==> src/rtl/smpt_ram.sv <==
// ----------------------------------------------------------------------------
// smpt_ram
// Generic simple dual-port RAM, one write port and one registered read port.
// ----------------------------------------------------------------------------
module smpt_ram #(
  parameter int WIDTH = 32,
  parameter int DEPTH = 64
) (
  input  logic                     clk,
  input  logic                     we,
  input  logic [$clog2(DEPTH)-1:0] waddr,
  input  logic [WIDTH-1:0]         wdata,
  input  logic [$clog2(DEPTH)-1:0] raddr,
  output logic [WIDTH-1:0]         rdata
);

  logic [WIDTH-1:0] mem [DEPTH];

  // write port and registered read
  always_ff @(posedge clk) begin
    if (we) begin
      mem[waddr] <= wdata;
    end
    rdata <= mem[raddr];
  end

endmodule

==> config.mk <==
export PLATFORM = sky130hd
export DESIGN_NAME = smpt_ram
export DESIGN_NICKNAME = d
export VERILOG_FILES = /design/src/rtl/smpt_ram.sv
export SDC_FILE = /design/constraint.sdc
export NUM_CORES = 2
export LEC_CHECK = 0
export BUFFER_PORTS_ARGS = -buffer_cell sky130_fd_sc_hd__buf_2
export CORE_ASPECT_RATIO = 0.75
export CORE_UTILIZATION = 50
export DETAILED_ROUTE_END_ITERATION = 12
export PLACE_DENSITY = 0.68
export REMOVE_ABC_BUFFERS = 1
export SYNTH_ARGS = -nofsm -noshare
export SYNTH_HDL_FRONTEND = slang
export SYNTH_SLANG_ARGS = --single-unit
==> constraint.sdc <==
create_clock -name clk -period 4.55 [get_ports clk]
set_clock_uncertainty 0.05 [all_clocks]
set_input_delay 0.6825 -clock clk [delete_from_list [all_inputs] [get_ports clk]]
set_output_delay 0.6825 -clock clk [all_outputs]
set_load 0.02 [all_outputs]
[Yosys cells after proc, flatten, opt, wreduce, memory -nomap -nowiden]
Memories as Yosys holds them, arrays and structs flattened. A register that Yosys moved wholly into a read port is not among the register bits.
Index checks and enable logic that the tools add are counted.
Word-level totals
  logic and storage cells: 3
  bits of input ports: 46
  bits in writable memories: 2048
  output and inout port bits: 32
  memories kept: 1
  register bits: 0
Memories
  mem: depth 64, bits a word 32, rd ports 1, clocked after memory_dff 1, wr ports 1, line 17  | logic [WIDTH-1:0] mem [DEPTH];
Cells by class
  muxes and demuxes: 2
Operator list (number)
  1-bit 2-to-1 mux: 2

[Logic depth before layout (Yosys ltp)]
  word-level depth: 2
  depth in mapped cells: 10
  depth with buffers taken out: 5

[Worst setup path before layout]
Ideal clock, no wire load.
  kind: in2reg
  start point: input waddr[3]
  end point: memory mem[48][0], enable pin
  stages on the path: 4
  required time: 4039 ps
  path buffers: 1
  slack: 658 ps
  library setup time: 461 ps
  data arrival time: 3381 ps
  cell sequence: clkbuf_1 > nor2b_1 > nand4b_1 > nor3_1
RTL lines
  start, declared: line 11  | input logic [$clog2(DEPTH)-1:0] waddr,
  end, declared: line 17
No word-level cell before the write port.

==> out/qor.csv <==
stage,metric,value,unit
status,status,"finished, final reports clean",
placed_design,dpl ws,0.6490,ns
power_and_ir_drop,clock share of power,0.399,
worst_setup_path,worst flop-to-flop path startpoint,mem[63][18],
floorplanning,core box area,155300,um2
floorplanning,initial core utilization,0.5056,
cts,H-tree levels,4,
worst_setup_path,CP startpoint,raddr[0],
worst_hold_path,Worst Hold Class,in -> reg,
cells_and_area,fin cells,5863,
cts,postcts setup bufs,0,
cells_and_area,number of nets in the layout,3651,
power_and_ir_drop,Psw,8.417,mW
global_route,vias in the first global route,36920,
global_route,initial antenna violation count,14,
synthesis,largest cells by area after synthesis,"edfxtp_1, mux4_2, mux2i_1",
timing,post-route minimum period,2.974,ns
synthesis,Synth top area share,0.7833,
floorplanning,Die ar.,158600,um2
worst_setup_path,CP max stage delay,0.88,ns
cts,worst-case clock buffer depth,3,
placed_design,GP Congestion,0.8631,
worst_hold_path,worst hold path startpoint,wdata[27],
drt,Initial DRC Count,5812,
floorplanning,row cnt,125,
power_and_ir_drop,Internal Pwr Total,30.51,mW
drt,Post-Route WL,200800,um
floorplanning,Die W,459.6,um
timing,Slew Limit Fails,0,
drt,vias post-DR,37770,
worst_setup_path,critical path endpoint category,flip-flop,
cts,"Hold-fix buffers, CTS",0,
worst_setup_path,"most used cell, CP",a21oi_1,
cts,CTS tree,built,
power_and_ir_drop,Static Leak,27.67,nW
cells_and_area,final instance area,88830,um2
synthesis,synth unique cells,34,
timing,fmax,336.3,MHz
timing,fin crit share,0.6536,
global_route,largest net degree at the start of global routing,75,
timing,Setup WS post-layout,1.576,ns
synthesis,Ys Warns,0,
cells_and_area,final core utilization,0.5720,
drt,drt drc,0,
placed_design,Port-buffer cells,77,
global_route,first-pass GRT wire length,282700,um
global_route,GRT Overall Usage,0.2560,
placed_design,DP Area,82890,um2
cells_and_area,layout cells sized above 1,0.3059,
power_and_ir_drop,Sw Ratio,0.2162,
worst_setup_path,Crit-path slowest cell,a21oi_1,
drt,WL per Instance,34.24,um
timing,Slew headroom,0.1610,
worst_setup_path,FF-to-FF setup slack,2.04,ns
synthesis,leading area contributor after synthesis,edfxtp_1,
cts,Root Buffer,clkbuf_16,
drt,first drt pass iteration count,5,
cells_and_area,area growth from synthesis to layout,13.14,%
run,max cap viols,0,
timing,RSZ-0062 raised after global routing,false,
drt,Antenna Violating Nets Remaining,0,
timing,slew of the pin with the lowest slew margin,1.258,ns
worst_setup_path,crit path DAT,3.68,ns
synthesis,post-synthesis cell count,3324,
drt,Vias/cell,6.442,
cts,Sink Count,2080,
worst_setup_path,worst path cell trace,buf_8 -> buf_12 -> or3b_1 -> o221ai_1 -> a21oi_1 -> a21oi_1 -> nor2_1,
power_and_ir_drop,Gate power share,0.055,
worst_setup_path,required time of the critical path,5.25,ns
timing,WHS,0.2574,ns
timing,final hold vios,0,
synthesis,Post-synth EDFFs,2048,
timing,final setup vio count,0,
cts,post-cts resize count,0,
worst_setup_path,critical path startpoint category,input port,
synthesis,Synth Cell Area,78520,um2
timing,setup tns final,0,ns
synthesis,Synth Flop Type,edfxtp_1,
cts,CTS buffer count,186,
power_and_ir_drop,total power,38.93,mW
synthesis,Post-Syn Area per Cell,23.62,um2
placed_design,post-placement cell count,5512,
power_and_ir_drop,worst vdd ir,0.4520,mV
power_and_ir_drop,pwr/cell area,438.2,nW/um2
placed_design,Detail Placement HPWL,116900,um
synthesis,Post-synth ARST share,0,
synthesis,"Seq/Total Area, Yosys",0.7914,
cts,clk_lat worst skew,0.85,ns
synthesis,Yosys reg bits,2080,
worst_setup_path,kind of critical path,in -> reg,
power_and_ir_drop,register share of total power,0.547,
floorplanning,height of the die,345.2,um
worst_setup_path,crit path max fanout,44,
floorplanning,# IOs,78,
cts,Worst-path clk slew,0.06,ns
global_route,total global routing overflow,0,
final cells by class:
class	instances	area, um2
Antenna cell	5	12.51
Clock buffer	238	4901
Clock inverter	108	1033
Fill cell	11020	66470
Multi-Input combinational cell	1062	15970
Sequential cell	2080	62140
Tap cell	2095	2621
Timing Repair Buffer	275	2158
power groups by stage:
stage | clock [mW] | combinational, mW | sequential (mW)
finish | 15.5 | 2.12 | 21.3
global route | 16.4 | 2.21 | 21.3
CTS | 15.7 | 2.11 | 21.3
detailed placement | 0 | 2.11 | 21.7
global placement | 0 | 2.08 | 21.7
floorplan | 0 | 0.785 | 21.7
critical path, delay by kind of cell:
family,cells,cell delay [ns]
and+or+nand+nor,2,0.71
AOI/OAI and AO/OA,3,1.42
buffers and inverters,2,0.78
Yosys cell counts (all sizes together), types with 3 or more instances:
| library cell | n |
|---|---|
| o221ai | 27 |
| mux2i | 93 |
| edfxtp | 2048 |
| a22oi | 12 |
| dfxtp | 32 |
| a21oi | 62 |
| a311oi | 8 |
| or3b | 5 |
| o32ai | 4 |
| or2 | 3 |
| nand2 | 26 |
| nand2b | 8 |
| o22ai | 84 |
| and3 | 4 |
| nand3b | 5 |
| buf | 108 |
| mux4 | 544 |
| a41o | 4 |
| or3 | 3 |
| nor2b | 15 |
| nor3 | 7 |
| clkbuf | 74 |
| nor2 | 137 |
| nand3 | 5 |
worst paths after layout:
kind | endpoint | depth (start not counted)
max reg2reg | rdata[18] | 5
max | rdata[1] | 7
min | mem[55][27] | 1
min reg2reg | rdata[8] | 4
cell usage in the layout, fill, tap and decap left out, drive strengths merged, types with 15 or more instances in the layout:
| cell type | count |
|---|---|
| clkinv | 77 |
| a21oi | 62 |
| nand2 | 26 |
| bufinv | 16 |
| dfxtp | 32 |
| nor2 | 137 |
| mux4 | 544 |
| o221ai | 27 |
| edfxtp | 2048 |
| buf | 275 |
| o22ai | 84 |
| clkbuf | 238 |
| mux2i | 93 |
| nor2b | 15 |
per-layer routing:
metal,global-route usage,vias to the layer above,share of wire
li1,-,14860,-
met1,0.4022,20310,0.41
met2,0.3603,2339,0.44
met3,0.05805,261,0.12
met4,0.07399,4,0.026
met5,0,-,0.00014
registers in the layout, summed over array words and instances (netlist names):
name	count
rdata	32
mem	2048
cells by family after synthesis:
group           Yosys count  synth area share
buf+inv                 182           0.01128
mux                     637            0.1679
flops                  2080            0.7914
simple gates            223           0.01265
compound gates          202           0.01673
(Power assumes the default switching activity.)
